### config.mk
export PLATFORM = sky130hd
export DESIGN_NAME = bfe_mul
export DESIGN_NICKNAME = d
export VERILOG_FILES = /design/src/rtl/bfe_pkg.sv /design/src/rtl/bfe_mul.sv
export SDC_FILE = /design/constraint.sdc
export NUM_CORES = 2
export LEC_CHECK = 0
export ABC_CLOCK_PERIOD_IN_PS = 8540
export BUFFER_PORTS_ARGS = -buffer_cell sky130_fd_sc_hd__buf_2
export CORE_ASPECT_RATIO = 0.7
export CORE_MARGIN = 5
export CORE_UTILIZATION = 45
export CTS_BUF_LIST = sky130_fd_sc_hd__clkbuf_16
export DETAILED_ROUTE_END_ITERATION = 8
export PLACE_DENSITY_LB_ADDON = 0.2
export SYNTH_ARGS = -nofsm -noshare
export SYNTH_HDL_FRONTEND = slang
export SYNTH_SLANG_ARGS = --single-unit
export TNS_END_PERCENT = 100
### constraint.sdc
create_clock -name i_clk -period 8.54 [get_ports i_clk]
set_input_delay 2.135 -clock i_clk [delete_from_list [all_inputs] [get_ports i_clk]]
set_output_delay 2.135 -clock i_clk [all_outputs]
set_load 0.005 [all_outputs]
### src/rtl/bfe_pkg.sv
// Shared types, codes and defaults for the benchmark fitness evaluator.
`timescale 1ns / 1ps

package bfe_pkg;

    // Default configuration
    localparam int MAX_GENES_DEF     = 64;
    localparam int FRACTION_BITS_DEF = 12;

    // Test function codes held in the configuration register
    typedef enum logic [1:0] {
        FN_SUM      = 2'd0,
        FN_DIXON    = 2'd1,
        FN_ZAKHAROV = 2'd2,
        FN_TRID     = 2'd3
    } t_func;

    // Input transaction: one gene
    typedef struct packed {
        logic signed [15:0] gene;
        logic               last;
    } t_in_item;

    // Output transaction: one fitness value
    typedef struct packed {
        logic signed [63:0] fitness;
        logic               saturated;
    } t_out_item;

    // Rounding applied to a product: none, fraction bits, fraction bits plus two
    typedef enum logic [1:0] {
        RND_NONE  = 2'd0,
        RND_FRAC  = 2'd1,
        RND_FRAC2 = 2'd2
    } t_rnd;

    // Operation currently worked on by the sequencer
    typedef enum logic [3:0] {
        OP_SUM      = 4'd0,
        OP_DP_FIRST = 4'd1,
        OP_DP_SQ    = 4'd2,
        OP_DP_DQ    = 4'd3,
        OP_DP_W     = 4'd4,
        OP_Z_SQ     = 4'd5,
        OP_Z_S      = 4'd6,
        OP_T_SQ     = 4'd7,
        OP_T_PR     = 4'd8,
        OP_Z_S2     = 4'd9,
        OP_Z_S4     = 4'd10
    } t_op;

    // Addend source of the saturating accumulator
    typedef enum logic [1:0] {
        SRC_GENE = 2'd0,
        SRC_MUL  = 2'd1,
        SRC_TRID = 2'd2
    } t_src;

    // Sequencer states
    typedef enum logic [2:0] {
        ST_IDLE   = 3'd0,
        ST_ISSUE  = 3'd1,
        ST_WAIT   = 3'd2,
        ST_POST   = 3'd3,
        ST_GEND   = 3'd4,
        ST_TFIN   = 3'd5,
        ST_FINISH = 3'd6
    } t_state;

    // Sequencer to datapath controls
    typedef struct packed {
        logic mul_start;
        t_op  op;
        logic acc_en;
        logic acc_second;
        t_src acc_src;
        logic dq_en;
        logic mul_post;
        logic gene_end;
        logic trid_fin;
        logic finish;
    } t_ctl;

    // Datapath to sequencer status
    typedef struct packed {
        logic idx_zero;
        logic last;
        logic mul_done;
        logic out_free;
    } t_stat;

endpackage

### src/rtl/bfe_mul.sv
// Shared multiplier: signed 64x64 product from four 32x32 partial products, rounded and clamped.
`timescale 1ns / 1ps

module bfe_mul
    import bfe_pkg::*;
#(
    parameter int FRACTION_BITS = FRACTION_BITS_DEF
) (
    input  logic               i_clk,
    input  logic               i_rst_n,
    input  logic               i_start,
    input  logic signed [63:0] i_a,
    input  logic signed [63:0] i_b,
    input  t_rnd               i_mode,
    output logic               o_done,
    output logic signed [63:0] o_res,
    output logic               o_sat
);

    localparam int PW = 130;
    localparam logic signed [PW-1:0] HALF_F  =
        {{(PW-1){1'b0}}, 1'b1} << (FRACTION_BITS - 1);
    localparam logic signed [PW-1:0] HALF_F2 =
        {{(PW-1){1'b0}}, 1'b1} << (FRACTION_BITS + 1);

    logic                 r_busy;
    logic [2:0]           r_cnt;
    logic                 r_done;
    logic [63:0]          r_ma;
    logic [63:0]          r_mb;
    logic                 r_neg;
    t_rnd                 r_mode;
    logic [63:0]          r_pp;
    logic [127:0]         r_acc;
    logic signed [PW-1:0] r_w;
    logic signed [63:0]   r_res;
    logic                 r_sat;

    logic [63:0]          w_ma;
    logic [63:0]          w_mb;
    logic [31:0]          w_asel;
    logic [31:0]          w_bsel;
    logic [63:0]          w_pp;
    logic [127:0]         w_pp_ext;
    logic signed [PW-1:0] w_half;
    logic signed [PW-1:0] w_mag;
    logic signed [PW-1:0] w_w;
    logic signed [PW-1:0] w_r;
    logic                 w_ovf;
    logic signed [63:0]   w_clamp;

    // Take operand magnitudes
    always_comb begin
        w_ma = i_a[63] ? (~64'(i_a) + 64'd1) : 64'(i_a);
        w_mb = i_b[63] ? (~64'(i_b) + 64'd1) : 64'(i_b);
    end

    // Pick the halves for partial product r_cnt: low/low, low/high, high/low, high/high
    always_comb begin
        w_asel = r_cnt[1] ? r_ma[63:32] : r_ma[31:0];
        w_bsel = r_cnt[0] ? r_mb[63:32] : r_mb[31:0];
        w_pp   = w_asel * w_bsel;
    end

    // Align the registered partial product of the previous step
    always_comb begin
        case (r_cnt)
            3'd1:       w_pp_ext = {64'd0, r_pp};
            3'd2, 3'd3: w_pp_ext = {32'd0, r_pp, 32'd0};
            default:    w_pp_ext = {r_pp, 64'd0};
        endcase
    end

    // Apply the sign and the rounding offset
    always_comb begin
        case (r_mode)
            RND_FRAC:  w_half = HALF_F;
            RND_FRAC2: w_half = HALF_F2;
            default:   w_half = '0;
        endcase
        w_mag = $signed({2'b00, r_acc});
        w_w   = r_neg ? (w_half - w_mag) : (w_half + w_mag);
    end

    // Shift out the fraction and clamp to 64 bits
    always_comb begin
        case (r_mode)
            RND_FRAC:  w_r = r_w >>> FRACTION_BITS;
            RND_FRAC2: w_r = r_w >>> (FRACTION_BITS + 2);
            default:   w_r = r_w;
        endcase
        w_ovf = (w_r[PW-1:63] != {(PW-63){w_r[PW-1]}});
        if (!w_ovf) begin
            w_clamp = w_r[63:0];
        end else if (w_r[PW-1]) begin
            w_clamp = {1'b1, 63'd0};
        end else begin
            w_clamp = {1'b0, {63{1'b1}}};
        end
    end

    // Step through partial products, rounding and clamping
    always_ff @(posedge i_clk) begin
        if (!i_rst_n) begin
            r_busy <= 1'b0;
            r_cnt  <= '0;
            r_done <= 1'b0;
        end else begin
            r_done <= 1'b0;
            if (i_start) begin
                r_ma   <= w_ma;
                r_mb   <= w_mb;
                r_neg  <= i_a[63] ^ i_b[63];
                r_mode <= i_mode;
                r_acc  <= '0;
                r_busy <= 1'b1;
                r_cnt  <= '0;
            end else if (r_busy) begin
                if (r_cnt <= 3'd3) begin
                    r_pp <= w_pp;
                end
                if (r_cnt >= 3'd1 && r_cnt <= 3'd4) begin
                    r_acc <= r_acc + w_pp_ext;
                end
                if (r_cnt == 3'd5) begin
                    r_w <= w_w;
                end
                if (r_cnt == 3'd6) begin
                    r_res  <= w_clamp;
                    r_sat  <= w_ovf;
                    r_done <= 1'b1;
                    r_busy <= 1'b0;
                end
                r_cnt <= r_cnt + 3'd1;
            end
        end
    end

    assign o_done = r_done;
    assign o_res  = r_res;
    assign o_sat  = r_sat;

endmodule

Yosys cells after proc, flatten, opt, wreduce, memory -nomap -nowiden
Index checks and enable logic that the tools add are counted.
{"block": "totals", "ff_bits": 523, "mem_bits_rw": 0, "mem_count": 0, "rom_bits": 0, "word_cells": 65, "out_inout_bits": 66, "in_bits": 133, "latch_bits": 0}
{"block": "op_classes", "n_eq_ne": 8, "n_addsub": 6, "order_cmp": 3, "shifts": 0, "reduce_logical": 11, "mux": 16, "n_div": 0, "bitwise_logic": 6, "n_mul": 1}
{"op": "129-bit one-hot mux with 2 select lines", "count": 1}
{"op": "128-bit 2-to-1 mux", "count": 2}
{"op": "128-bit one-hot mux with 2 select lines", "count": 1}
{"op": "130-bit by 129-bit adder with 130-bit output", "count": 1}
{"op": "130-bit 2-to-1 mux", "count": 1}
{"op": "130-bit by 129-bit subtractor with 130-bit output", "count": 1}
{"op": "128-bit adder", "count": 1}
{"op": "64-bit by 1-bit adder with 64-bit output, second input constant", "count": 2}
{"op": "64-bit 2-to-1 mux", "count": 2}
{"op": "64-bit NOT", "count": 2}
{"op": "63-bit 2-to-1 mux", "count": 2}
{"op": "66-bit != test", "count": 1}
{"op": "32-bit by 32-bit multiplier with 64-bit output", "count": 1}
{"op": "32-bit 2-to-1 mux", "count": 2}
{"op": "14-bit one-hot mux with 2 select lines", "count": 1}
{"op": "4-bit AND reduction", "count": 3}
{"op": "3-bit by 2-bit equality test with 1-bit output, second input constant", "count": 2}
{"op": "3-bit equality test, second input constant", "count": 2}
{"op": "1-bit 2-to-1 mux", "count": 4}
{"op": "2-bit nonzero test", "count": 2}
{"op": "2-bit OR reduction", "count": 2}
{"op": "3-bit by 1-bit adder with 3-bit output, second input constant", "count": 1}
{"op": "3-bit by 1-bit equality test with 1-bit output, second input constant", "count": 1}
{"op": "3-bit by 1-bit >= comparator with 1-bit output, second input constant", "count": 1}
{"op": "other kinds (10)", "count": 12}

Depth between registers and ports, before layout
{"block": "depth", "word_depth": 6, "mapped_depth": 34}

Worst setup path after synthesis
Ideal clock, no wire load.
{"block": "synth_timing", "kind": "register to register", "start": "reg r_cnt[1]", "end": "reg r_pp[61] (data pin)", "path_buffers": 5, "path_stages_with_launch": 31, "slack_ns": -0.811, "setup_ns": 0.259, "arrival_time_ns": 9.092, "cell_sequence": "dfxtp_1 > clkbuf_1 > buf_1 > buf_1 > mux2i_1 > clkbuf_1 > nor2_1 > fa_1 > inv_1 > fa_1 > fa_1 > fa_1 > inv_1 > fa_1 > fa_1 > fa_1 > inv_1 > fa_1 > inv_1 > ha_1 > clkbuf_1 > a21o_1 > a31oi_1 > a211o_1 > a2111oi_0 > o211ai_1 > a2111oi_0 > nor2_1 > o21ai_0 > a31oi_1 > xnor2_1"}
{"block": "synth_between", "elab_chain_cells": 2}
{"element": "start: declaration", "line": "bfe_mul.sv:27", "rtl": "logic [2:0] r_cnt;"}
{"element": "start signal: assignment", "line": "bfe_mul.sv:134", "rtl": "r_cnt <= r_cnt + 3'd1;"}
{"element": "32-bit 2-to-1 mux", "line": "bfe_mul.sv:60", "rtl": "w_asel = r_cnt[1] ? r_ma[63:32] : r_ma[31:0];"}
{"element": "32-bit by 32-bit multiplier with 64-bit output", "line": "bfe_mul.sv:62", "rtl": "w_pp = w_asel * w_bsel;"}
{"element": "net w_pp[61]", "line": "bfe_mul.sv:43", "rtl": "logic [63:0] w_pp;"}
{"element": "end signal: assignment", "line": "bfe_mul.sv:120", "rtl": "r_pp <= w_pp;"}
{"element": "end: declaration", "line": "bfe_mul.sv:33", "rtl": "logic [63:0] r_pp;"}
The timed path passes the listed nets, and every way through them passes these cells.
A chain may end at the register's enable or synchronous reset.

Worst setup path in the final report
{"block": "layout_timing", "start": "reg r_cnt[1]", "end": "reg r_pp[55] (data pin)"}
The elaborated chain is that of the path after synthesis.

==> metrics.cfg <==
[yosys]
synthTopCellsByCount=inv_1, nor2_1, fa_1
synthArstFlopShare=0
synth.yosys.seq_area_share=0.222
synth.largest_area_cell=fa_1
synthesis.area_um2=70400
yosysTopAreaCellShare=0.255
ys_top_cells_by_area=fa_1, edfxtp_1, ha_1
syn_nets=9313
netlist_instances=7878
synth_warnings=0
synthFlopType=edfxtp_1
yosysMostFrequentCell=inv_1
synth_edf_count=518
syn_area_per_cell_um2=8.93
synth-seq-cells=523
synth.distinct_cells=79

[grt]
grt_max_degree=135
grt_pass1_wl_um=412000
grt.total_usage=0.343
overflow=0
grt_pass1_vias=59100
grt-busiest-layer=met1
grt_util_met1=0.545
grtUsageMet3=0.167
antenna_found_initial=15
met2_usage=0.411

[layout]
seq_area_um2=15700
multi_input_area_um2=50200
fillers=14600
fin_nets=9683
drive_gt1_frac=0.134
utilization=0.518
design_area_um2=80500
syn_to_final_growth_pct=14.3

[floorplan]
ioPinCount=199
start_util=0.453
die_area_um2=165000
die_h_um=341
core_area_um2=155000
die_w_um=483
row_count=121

[worst_setup_path]
cp-end-kind=flop
critical_path_class=flop to flop
worst_r2r_path_depth=31
cpMostUsedCell=fa_1
start_kind=flop
cp-endpoint=r_pp[55]
critical_path_arrival_ps=8940
reg2reg_setup_slack_ps=70
cp_max_fo=7
cp_slowest_stage_delay_ps=560
r2r-end=r_pp[55]
r2r_start=r_cnt[1]
slowest_stage=fa_1
crit_start=r_cnt[1]
crit_required_ps=9010

[placed_design]
port_buffers=198
dp_slack_ps=-450
gp_congestion=1.04
dp_hpwl_um=243000
place_area_um2=77100

[clock_network]
clockBufferDepth=3
cts_buffers=59
clock-root-buffer=clkbuf_16
cts_sinks=523
cts_max_level=2
tritoncts=done
cts_hold_buffers=0
clkLatencyLatePin_ps=740
clk_pin_slew_worst_paths_ps=70

[detailed_routing]
dr.pass1.iters=7
via_per_inst=6.02
via_count=62600
drt_iter0_drc=8009
post_drt_wl_per_cell_um=27.9
drtAntennaViolNets=0
wirelength_um=290000
route.detailed.drc=0

[sta]
max_slew_margin=0.0912
worst_pin_slew_ps=1330
fin_setup_tns_ps=0
hold_viol=0
period_minus_slack_ps=8470
timing.final.crit_share=0.992
setup_viol=0
setup_ws_ps=68.1
skew_ps=65.0
max_freq_mhz=118
finalMaxSlewViolations=0
rsz0062_at_grt=true

[flow_run]
maxCapViolations=0

[min_path]
hp-class=flop to flop

[status]
status=finished, final reports clean

==> worst min-delay path by stage <==
| stage | from | endpoint | slack [ps] | cells past startpoint |
|---|---|---|---|---|
| final | r_busy | r_cnt[2] | 590 | 2 |
| after global routing | r_busy | r_cnt[2] | 600 | 2 |
| after CTS | r_busy | r_cnt[2] | 590 | 2 |
| after detailed placement | r_busy | r_cnt[2] | 580 | 2 |
| after global placement | r_busy | r_cnt[2] | 560 | 2 |
| after floorplan | r_acc[0] | r_w[0] | 500 | 0 |
==> what timing repair did <==
item / CTS / global route
setup endpoints to repair: 9 / 21
gates resized for setup: 16 / 173
setup buffers: 2 / 34
cloned: 0 / 6
pin swaps: 2 / 111
==> per-stage QoR <==
step,hold WS [ps],cells
2_1_floorplan,505,7878
3_3_place_gp,562,10200
3_5_place_dp,576,10200
4_1_cts,586,10300
5_1_grt,600,10400
6_report,593,10400
==> worst max-delay path: cells and delay by family, from the launching register on <==
family                   cells  cell delay [ps]
adder cells (fa/ha/maj)      9             4270
AO/OA/AOI/OAI                7             1460
buffers and inverters       11             1330
flip-flops                   1              400
XOR/XNOR                     1              320
multiplexers                 1              270
AND/OR/NAND/NOR              2              160
==> routing by layer <==
metal | vias to the layer above | routed length (µm)
met5 | - | 506
met4 | 18 | 4920
met3 | 314 | 47500
met2 | 3611 | 104000
met1 | 31500 | 133000
li1 | 27200 | -
==> area by class of cell <==
type | count | area share
Antenna cell | 10 | 0.000311
Clock buffer | 59 | 0.0183
Clock inverter | 52 | 0.00655
Inverter | 1046 | 0.0488
Multi-Input combinational cell | 5882 | 0.623
Sequential cell | 523 | 0.195
Tap cell | 2091 | 0.0325
Timing Repair Buffer | 736 | 0.0754
==> placed cells by master (no fill, tap or decap), types with 30 or more instances in the layout <==
master,count
inv_1,1042
nor2_1,945
fa_1,870
nand2_1,863
edfxtp_1,518
buf_4,442
ha_1,390
o21ai_0,389
a21oi_1,332
xnor2_1,271
buf_2,198
xor2_1,141
nand3_1,137
nand4_1,118
nor3_1,104
a221o_1,89
a21o_1,83
mux2i_1,80
and3_1,78
mux2_2,70
o31ai_1,66
clkbuf_16,65
buf_12,64
o21bai_1,60
or3_1,55
and2_1,48
nor4_1,48
or4_1,47
a22o_1,36
o21a_1,35
a22oi_1,35
nor2b_1,32
nand2b_1,31
a31oi_1,31
o41ai_1,30
==> state kept, by name, summed over array words and instances (netlist names) <==
signal  flops
o_sat       1
r_neg       1
r_mb       64
o_done      1
r_w       130
r_mode      2
o_res      64
r_pp       64
r_acc     128
r_busy      1
r_cnt       3
r_ma       64
==> logic make-up (layout without fill, tap and decap cells) <==
family | count (synthesis) | after routing | share of synthesized area
DFF | 523 | 523 | 0.222
AOI/OAI and AO/OA | 1361 | 1361 | 0.124
other | 0 | 10 | 0
xor gates and xnor gates | 412 | 412 | 0.0513
and+or+nand+nor | 2597 | 2597 | 0.165
buffers and inverters | 1473 | 1893 | 0.0787
muxes | 210 | 210 | 0.0313
adders and majority gates | 1302 | 1302 | 0.327
Power is not shown: default switching activity piles up to over one toggle a cycle in this logic, so the estimate is an artifact.
