### config.mk
export PLATFORM = sky130hd
export DESIGN_NAME = bfe_seq
export DESIGN_NICKNAME = d
export VERILOG_FILES = /design/src/rtl/bfe_pkg.sv /design/src/rtl/bfe_seq.sv
export SDC_FILE = /design/constraint.sdc
export NUM_CORES = 1
export LEC_CHECK = 0
export ABC_AREA = 1
export BUFFER_PORTS_ARGS = -buffer_cell sky130_fd_sc_hd__buf_2
export CAP_MARGIN = 10
export CORE_MARGIN = 1.5
export CORE_UTILIZATION = 40
export DETAILED_ROUTE_END_ITERATION = 6
export PLACE_DENSITY = 0.66
export SETUP_SLACK_MARGIN = 0.2
export SLEW_MARGIN = 20
export SYNTH_ARGS = -nofsm -noshare
export SYNTH_HDL_FRONTEND = slang
export SYNTH_SLANG_ARGS = --single-unit
### constraint.sdc
create_clock -name i_clk -period 1.9 [get_ports i_clk]
set_clock_uncertainty 0.15 [all_clocks]
set_input_delay 0.095 -clock i_clk [delete_from_list [all_inputs] [get_ports i_clk]]
set_output_delay 0.095 -clock i_clk [all_outputs]
set_load 0.1 [all_outputs]
### src/rtl/bfe_pkg.sv
// Shared types, codes and defaults for the benchmark fitness evaluator.
`timescale 1ns / 1ps

package bfe_pkg;

    // Default configuration
    localparam int MAX_GENES_DEF     = 64;
    localparam int FRACTION_BITS_DEF = 12;

    // Test function codes held in the configuration register
    typedef enum logic [1:0] {
        FN_SUM      = 2'd0,
        FN_DIXON    = 2'd1,
        FN_ZAKHAROV = 2'd2,
        FN_TRID     = 2'd3
    } t_func;

    // Input transaction: one gene
    typedef struct packed {
        logic signed [15:0] gene;
        logic               last;
    } t_in_item;

    // Output transaction: one fitness value
    typedef struct packed {
        logic signed [63:0] fitness;
        logic               saturated;
    } t_out_item;

    // Rounding applied to a product: none, fraction bits, fraction bits plus two
    typedef enum logic [1:0] {
        RND_NONE  = 2'd0,
        RND_FRAC  = 2'd1,
        RND_FRAC2 = 2'd2
    } t_rnd;

    // Operation currently worked on by the sequencer
    typedef enum logic [3:0] {
        OP_SUM      = 4'd0,
        OP_DP_FIRST = 4'd1,
        OP_DP_SQ    = 4'd2,
        OP_DP_DQ    = 4'd3,
        OP_DP_W     = 4'd4,
        OP_Z_SQ     = 4'd5,
        OP_Z_S      = 4'd6,
        OP_T_SQ     = 4'd7,
        OP_T_PR     = 4'd8,
        OP_Z_S2     = 4'd9,
        OP_Z_S4     = 4'd10
    } t_op;

    // Addend source of the saturating accumulator
    typedef enum logic [1:0] {
        SRC_GENE = 2'd0,
        SRC_MUL  = 2'd1,
        SRC_TRID = 2'd2
    } t_src;

    // Sequencer states
    typedef enum logic [2:0] {
        ST_IDLE   = 3'd0,
        ST_ISSUE  = 3'd1,
        ST_WAIT   = 3'd2,
        ST_POST   = 3'd3,
        ST_GEND   = 3'd4,
        ST_TFIN   = 3'd5,
        ST_FINISH = 3'd6
    } t_state;

    // Sequencer to datapath controls
    typedef struct packed {
        logic mul_start;
        t_op  op;
        logic acc_en;
        logic acc_second;
        t_src acc_src;
        logic dq_en;
        logic mul_post;
        logic gene_end;
        logic trid_fin;
        logic finish;
    } t_ctl;

    // Datapath to sequencer status
    typedef struct packed {
        logic idx_zero;
        logic last;
        logic mul_done;
        logic out_free;
    } t_stat;

endpackage

### src/rtl/bfe_seq.sv
// Sequencer: walks each gene and the final combine through multiplier and adder.
`timescale 1ns / 1ps

module bfe_seq
    import bfe_pkg::*;
(
    input  logic  i_clk,
    input  logic  i_rst_n,
    input  logic  i_start,
    input  t_func i_func,
    input  t_stat i_stat,
    output t_ctl  o_ctl,
    output logic  o_in_ready
);

    t_state r_state;
    t_state n_state;
    t_op    r_op;
    t_op    n_op;

    // Hold state and current operation
    always_ff @(posedge i_clk) begin
        if (!i_rst_n) begin
            r_state <= ST_IDLE;
            r_op    <= OP_SUM;
        end else begin
            r_state <= n_state;
            r_op    <= n_op;
        end
    end

    // Advance through the operations of the selected function
    always_comb begin
        n_state    = r_state;
        n_op       = r_op;
        o_ctl      = '0;
        o_ctl.op   = r_op;
        o_in_ready = 1'b0;
        case (r_state)
            ST_IDLE: begin
                o_in_ready = 1'b1;
                if (i_start) begin
                    case (i_func)
                        FN_SUM: begin
                            n_op    = OP_SUM;
                            n_state = ST_POST;
                        end
                        FN_DIXON: begin
                            n_op    = i_stat.idx_zero ? OP_DP_FIRST : OP_DP_SQ;
                            n_state = ST_ISSUE;
                        end
                        FN_ZAKHAROV: begin
                            n_op    = OP_Z_SQ;
                            n_state = ST_ISSUE;
                        end
                        default: begin
                            n_op    = OP_T_SQ;
                            n_state = ST_ISSUE;
                        end
                    endcase
                end
            end
            ST_ISSUE: begin
                o_ctl.mul_start = 1'b1;
                n_state         = ST_WAIT;
            end
            ST_WAIT: begin
                if (i_stat.mul_done) begin
                    n_state = ST_POST;
                end
            end
            ST_POST: begin
                o_ctl.mul_post = (r_op != OP_SUM);
                case (r_op)
                    OP_SUM: begin
                        o_ctl.acc_en  = 1'b1;
                        o_ctl.acc_src = SRC_GENE;
                        n_state       = ST_GEND;
                    end
                    OP_DP_SQ: begin
                        o_ctl.dq_en = 1'b1;
                        n_op        = OP_DP_DQ;
                        n_state     = ST_ISSUE;
                    end
                    OP_DP_DQ: begin
                        n_op    = OP_DP_W;
                        n_state = ST_ISSUE;
                    end
                    OP_Z_S, OP_T_PR: begin
                        o_ctl.acc_en     = 1'b1;
                        o_ctl.acc_second = 1'b1;
                        o_ctl.acc_src    = SRC_MUL;
                        n_state          = ST_GEND;
                    end
                    OP_Z_SQ: begin
                        o_ctl.acc_en  = 1'b1;
                        o_ctl.acc_src = SRC_MUL;
                        n_op          = OP_Z_S;
                        n_state       = ST_ISSUE;
                    end
                    OP_T_SQ: begin
                        o_ctl.acc_en  = 1'b1;
                        o_ctl.acc_src = SRC_MUL;
                        if (i_stat.idx_zero) begin
                            n_state = ST_GEND;
                        end else begin
                            n_op    = OP_T_PR;
                            n_state = ST_ISSUE;
                        end
                    end
                    OP_Z_S2: begin
                        o_ctl.acc_en  = 1'b1;
                        o_ctl.acc_src = SRC_MUL;
                        n_op          = OP_Z_S4;
                        n_state       = ST_ISSUE;
                    end
                    OP_Z_S4: begin
                        o_ctl.acc_en  = 1'b1;
                        o_ctl.acc_src = SRC_MUL;
                        n_state       = ST_FINISH;
                    end
                    default: begin
                        // Dixon-Price first gene and weighted term
                        o_ctl.acc_en  = 1'b1;
                        o_ctl.acc_src = SRC_MUL;
                        n_state       = ST_GEND;
                    end
                endcase
            end
            ST_GEND: begin
                o_ctl.gene_end = 1'b1;
                if (i_stat.last) begin
                    case (i_func)
                        FN_ZAKHAROV: begin
                            n_op    = OP_Z_S2;
                            n_state = ST_ISSUE;
                        end
                        FN_TRID: n_state = ST_TFIN;
                        default: n_state = ST_FINISH;
                    endcase
                end else begin
                    n_state = ST_IDLE;
                end
            end
            ST_TFIN: begin
                o_ctl.acc_en   = 1'b1;
                o_ctl.acc_src  = SRC_TRID;
                o_ctl.trid_fin = 1'b1;
                n_state        = ST_FINISH;
            end
            ST_FINISH: begin
                if (i_stat.out_free) begin
                    o_ctl.finish = 1'b1;
                    n_state      = ST_IDLE;
                end
            end
            default: n_state = ST_IDLE;
        endcase
    end

endmodule

After elaboration in Yosys (flattened, before gate mapping)
Cells that the tools add are included.

Reduce and logical (&&, ||, !) cells: 11. Eq/ne operators: 24. Muxes and demuxes: 31.

Operators by type and width (number): case mux 3 bit (7 select lines) (1); case mux 4 bit (5 select lines) (1); case mux 3 bit (3 select lines) (2); 2-to-1 mux 4 bit (4); 2-to-1 mux 3 bit (5); equality test 4 x 3 -> 1 bit, second input constant (3); equality test 4 bit, second input constant (3); case mux 4 bit (3 select lines) (1); 2-to-1 mux 1 bit (11); equality test 3 bit, second input constant (3); equality test 4 x 2 -> 1 bit, second input constant (2); inequality test 2 bit, second input constant (4); equality test 3 x 2 -> 1 bit, second input constant (2); 2-to-1 mux 2 bit (3); inequality test 6 x 1 -> 1 bit, second input constant (1); case mux 3 bit (2 select lines) (1); AND reduction 6 bit (1); equality test 2 bit, second input constant (2); logical NOT 4 bit (1); case mux 2 bit (2 select lines) (1); nonzero test 4 bit (1); OR reduction 2 bit (2); OR reduction 4 bit (1); equality test 3 x 1 -> 1 bit, second input constant (1); 9 further kinds (9).

Logic and storage cells: 68. Input port bits: 9. Register bits after elaboration: 7.

Logic depth before layout (Yosys ltp)
Gate-level depths: netlist of run 1.

Depth after elaboration: 4. Gate-level depth with buffers: 10.

Least setup slack after synthesis of run 1
No wires, ideal clock.

Path type: register to output. From: reg r_op[1]. To: out o_ctl[4] (netlist name). Slack: -2.449 ns. Data arrival time: 4.104 ns. Path buffers: 0. Required time: 1.655 ns. Cell stages (with the launch flop): 3. Cells stage by stage: dfxtp_1 > inv_2 > nor4_1.

RTL lines: start: declaration (line bfe_seq.sv:18) `t_op r_op;`; start signal: assignment (line bfe_seq.sv:28) `r_op <= n_op;`; end: declaration (line bfe_seq.sv:12) `output t_ctl o_ctl,`.

==> flow_summary.json, run 1 <==
{
  "cts_buffers": 3,
  "status": "finished, final reports clean",
  "placeableCoreArea_um2": 1730,
  "maxSlewHeadroom": 0.678,
  "antenna_found_initial": 0,
  "drive_gt1_frac": 0.411,
  "yosys-top-cells-area": "dfxtp_1 (19%), nand2_1 (17%), inv_1 (13%)",
  "syn2layout_area_growth_pct": 55.0,
  "peakVddDrop_mv": 1.15,
  "drc": 0,
  "crit_type": "reg2out",
  "grt_pass1_vias": 764,
  "postPlaceCellArea_um2": 1020,
  "final_core_util": 0.656,
  "vias": 908,
  "critPathCaptureType": "primary output",
  "final_nets": 178,
  "max_freq_mhz": 612,
  "synth.cell_area_um2": 731,
  "syn_area_per_cell_um2": 5.45,
  "portBuffers": 23,
  "fin_crit_sh": 0.860,
  "drt_pass1_iterations": 4,
  "drt_iter0_drc": 25,
  "ys_seq_area_frac": 0.192,
  "yosysTopAreaCellShare": 0.192,
  "cp_max_fo": 4,
  "clock-sinks": 7,
  "hold_viol": 0,
  "min_period_ns": 1.63,
  "layout.cells.non_filler": 193,
  "tightest_slew_ns": 0.487,
  "path_clk_slew_ns": 0.05,
  "setup_violations": 0,
  "initial_core_util": 0.423,
  "maxCapViolCount": 0,
  "fp.dieArea_um2": 2090,
  "grt_overflow": 0,
  "cp-start-kind": "register",
  "cts.path.max_buffers": 2,
  "required_ns": 1.65,
  "grt_pass1_wl_mm": 3.15,
  "crit_arrival_ns": 1.39,
  "cts_root_buf": "clkbuf_4",
  "synth.net_count": 143,
  "gp_congestion": 0.817,
  "fp.dieW_um": 45.7,
  "power.density_nw_per_um2": 1400,
  "yosys_warnings": 0,
  "cts_tree": "done",
  "rsz0062_at_grt": "yes",
  "yosys_register_bits": 7,
  "num_rows": 15,
  "grt_use_total": 0.208,
  "synth_area_leader_cell": "dfxtp_1",
  "vias_per_cell": 4.70,
  "placed_cells": 183,
  "hold_path_class": "in2reg",
  "num_antenna_cells": 0,
  "io_pins": 24,
  "ys_types": 22,
  "totalWireLength_mm": 1.94,
  "hpwlAfterDp_mm": 1.59,
  "maxSlewViolCount": 0,
  "stdcell_area_um2": 1130,
  "cts-htree-levels": 1,
  "p_leak_nw": 0.583,
  "insertion_delay_ns": 0.24,
  "power_w": 0.00159,
  "wl_per_cell_um": 10.1,
  "fp.dieH_um": 45.7,
  "final_antenna_net_count": 0,
  "grt_max_degree": 9,
  "syn_inst": 134,
  "fill_cells": 175,
  "holdWs_ns": 0.0492
}
metal layers:
layer / track usage / vias to the layer above / share of wire
met5: 0 / - / 0
met2: 0.293 / 20 / 0.47
met4: 0.0857 / 0 / 0.0077
met3: 0.0238 / 2 / 0.034
met1: 0.316 / 401 / 0.49
li1: - / 485 / -
stage by stage:
stage	TNS, ns	worst slack (ns)
3_5_place_dp	0	0.345
4_1_cts	0	0.202
2_1_floorplan	-0.0489	-0.0489
6_report	0	0.266
5_1_grt	0	0.126
3_3_place_gp	0	0.361
repair_timing:
action                                  4_1_cts  5_1_grt
buffers inserted                              0        5
pin swaps                                     1        1
endpoints found under the setup margin        6        8
gates resized for setup                       5       10
endpoints found under the hold margin         7        0
hold buffers                                  1        0
cell usage in the layout, fill, tap and decap left out, types with 2 or more instances in the layout:
| master | instances |
|---|---|
| a21oi_1 | 7 |
| buf_2 | 13 |
| buf_4 | 9 |
| buf_6 | 3 |
| clkbuf_4 | 6 |
| dfxtp_4 | 7 |
| inv_1 | 22 |
| inv_2 | 4 |
| nand2_1 | 34 |
| nand2_2 | 4 |
| nand3_1 | 8 |
| nand3_4 | 2 |
| nand4_1 | 2 |
| nor2_1 | 15 |
| nor2_2 | 10 |
| nor2_4 | 4 |
| nor4_4 | 2 |
| o21ai_0 | 4 |
sequential cells by signal, indices dropped and copies added, names as in the netlist:
register  cells
r_op          4
r_state       3
report_power, final:
group          internal (W)  total (W)  switching (W)
Combinational      0.000283    0.00115       0.000866
Sequential         0.000222   0.000314      0.0000919
Clock             0.0000796   0.000127      0.0000473
layout make-up:
cell class / count / area (µm²) / area share
inverters: 28 / 121 / 0.107
repair buffers: 30 / 219 / 0.193
clock buffers: 4 / 26.3 / 0.0232
flip-flops and latches: 7 / 166 / 0.147
well taps: 25 / 31.3 / 0.0276
multi-input cells: 99 / 568 / 0.502
worst paths after layout:
kind                 to       start  slack [ns]  cells after the start
max            o_ctl[7]     r_op[2]        0.27                      6
max reg2reg     r_op[1]  r_state[1]        0.35                      8
min reg2reg     r_op[3]     r_op[3]        0.47                      4
min          r_state[1]   i_stat[1]        0.05                      5
cells in the mapped netlist:
cell type,instances
nand3_1,8
o21ai_1,1
nand2_2,4
nor2_1,20
nand2_1,34
dfxtp_1,7
o21ai_0,4
o22ai_1,1
a31oi_1,1
or2_1,1
nand4_1,2
inv_4,1
a21oi_1,8
inv_2,2
nor3_1,1
nor2_4,2
nand3_4,1
nand3_2,1
inv_1,25
o211ai_1,1
nor2_2,7
nor4_1,2
worst max-delay path, cell delays in order, from the launching register on:
cell,delay [ns]
dfxtp_4,0.35
inv_1,0.09
nand2_1,0.09
inv_1,0.08
nand3_1,0.11
a21oi_4,0.18
buf_6,0.24
logic make-up (layout without fill, tap and decap cells):
logic type      Yosys count  count (layout)  synth area share
simple gates             83              83             0.545
buf+inv                  28              62             0.147
compound gates           16              16             0.116
flops                     7               7             0.192
No activity file was read; power rests on OpenSTA's default activity.
==> run 2: changes to the inputs <==
CTS_CLUSTER_DIAMETER = 30   (was default)
GPL_TIMING_DRIVEN = 0   (was default)
RECOVER_POWER = 25   (was default)
==> run 2 against run 1 <==
Net effect: sequential share of layout area is 0.45 points higher; largest cell class unchanged; global-route usage is the same; core utilization down 2.0 points; worst hold slack better by 0.015 ns; design area fell by 3.0%.
==> flow_summary.json, run 2 (synthesized netlist as in run 1, its figures left out) <==
{
  "hold_path_class": "in2reg",
  "rsz0062_at_grt": "yes",
  "grt_max_degree": 9,
  "pwr-share-comb": 0.715,
  "hold_viol": 0,
  "r2r-end": "r_op[1]",
  "grt_pass1_wl_mm": 3.11,
  "stdcell_area_um2": 1100,
  "final_nets": 175,
  "initial_core_util": 0.423,
  "cts-htree-levels": 1,
  "vias": 888,
  "top_register": "r_op",
  "hold_end": "r_state[1]",
  "reg_top3": "r_op x4, r_state x3",
  "antenna_found_initial": 0,
  "drt_pass1_iterations": 4,
  "num_rows": 15,
  "p_int_w": 0.000564,
  "cts.path.max_buffers": 2,
  "status": "finished, final reports clean",
  "final_antenna_net_count": 0,
  "setup_violations": 0,
  "cts_tree": "done",
  "path_clk_slew_ns": 0.05,
  "fp.dieH_um": 45.7,
  "grt_use_total": 0.208,
  "hold_start": "i_stat[1]",
  "portBuffers": 23,
  "cts_buffers": 3,
  "drt_iter0_drc": 18,
  "largest_register_ffs": 4,
  "tightest_slew_ns": 0.537,
  "multi_input_area_um2": 566,
  "cp-start-kind": "register",
  "syn2layout_area_growth_pct": 50.3,
  "grt_pass1_vias": 742,
  "io_pins": 24,
  "fill_cells": 180,
  "power.density_nw_per_um2": 1420,
  "insertion_delay_ns": 0.25,
  "switchingPower_w": 0.000999,
  "rr_startpoint": "r_state[1]",
  "power_switching_share": 0.639,
  "fin_setup_tns_ns": 0,
  "fp.dieW_um": 45.7,
  "totalWireLength_mm": 1.84,
  "cts_root_buf": "clkbuf_4",
  "r2r_slack_ns": 0.33,
  "drive_gt1_frac": 0.394,
  "p_leak_nw": 0.566,
  "maxSlewHeadroom": 0.644,
  "postPlaceCellArea_um2": 995,
  "maxSlewViolCount": 0,
  "critPathCaptureType": "primary output",
  "rr_worst_depth": 8,
  "num_antenna_cells": 0,
  "seq_area_um2": 166,
  "clock-sinks": 7,
  "cp_max_fo": 6,
  "peakVddDrop_mv": 0.879,
  "final_cell_mix": "nand2_1 (34), inv_1 (22), nor2_1 (16)",
  "vias_per_cell": 4.67,
  "gp_congestion": 0.849,
  "min_period_ns": 1.69,
  "final_common_cell": "nand2_1",
  "hpwlAfterDp_mm": 1.53,
  "p_clk_frac": 0.084,
  "fp.dieArea_um2": 2090,
  "drc": 0,
  "seqPwrFrac": 0.201,
  "grt_overflow": 0,
  "crit_arrival_ns": 1.45,
  "power_w": 0.00156,
  "maxCapViolCount": 0,
  "holdPathStages": 5,
  "fin_crit_sh": 0.892,
  "placeableCoreArea_um2": 1730,
  "required_ns": 1.65,
  "max_freq_mhz": 590,
  "wl_per_cell_um": 9.71,
  "crit_type": "reg2out"
}
-- run 2: worst max path at each step --
stage | cells after the start | slack [ns] | startpoint | endpoint
final | 4 | 0.21 | r_state[1] | o_in_ready
after global placement | 8 | 0.27 | r_op[3] | r_op[0]
after floorplan | 3 | -0.05 | r_op[3] | o_ctl[4]
after global routing | 4 | 0.11 | r_state[1] | o_in_ready
after detailed placement | 8 | 0.24 | r_op[3] | r_op[0]
after CTS | 4 | 0.14 | r_state[2] | o_ctl[4]
-- run 2: repair_timing --
item	4_1_cts	5_1_grt
endpoints found under the setup margin	8	5
buffers inserted	0	3
pin swaps	0	1
hold endpoints to repair	7	0
resized for setup	9	7
hold buffers	1	0
-- run 2: worst max-delay path, cell delays in order, from the launching register on --
cell	delay, ns
dfxtp_4	0.37
nor2_1	0.24
nand2_1	0.12
inv_1	0.06
buf_2	0.41
-- run 2: final cells by class --
| class | instances | share of cell area |
|---|---|---|
| inverter | 28 | 0.106 |
| tap | 25 | 0.0285 |
| multi-input combinational | 99 | 0.515 |
| sequential | 7 | 0.151 |
| timing repair buffer | 27 | 0.175 |
| clock buffer | 4 | 0.0239 |
-- run 2: power groups by stage --
stage	clock [W]	sequential (W)	combinational, W
floorplan	0	0.000542	0.000701
global placement	0	0.000317	0.00108
detailed placement	0	0.000317	0.00108
CTS	0.000139	0.000314	0.00110
global route	0.000148	0.000326	0.00120
finish	0.000131	0.000314	0.00112
-- run 2: layer usage --
| layer | vias to the layer above | share of wire | track usage |
|---|---|---|---|
| met5 | - | 0 | 0 |
| met1 | 385 | 0.52 | 0.309 |
| met3 | 4 | 0.031 | 0.0238 |
| met2 | 17 | 0.43 | 0.285 |
| met4 | 0 | 0.018 | 0.120 |
| li1 | 482 | - | - |
-- run 2: stage by stage --
stage	instances	util	setup slack [ns]	hold slack, ns
after CTS	187	0.610	0.137	0.0416
after detailed placement	182	0.576	0.240	0.224
after floorplan	134	-	-0.0489	0.0420
after global placement	182	0.576	0.266	0.209
after global routing	190	0.636	0.109	0.104
final	190	0.636	0.205	0.0639
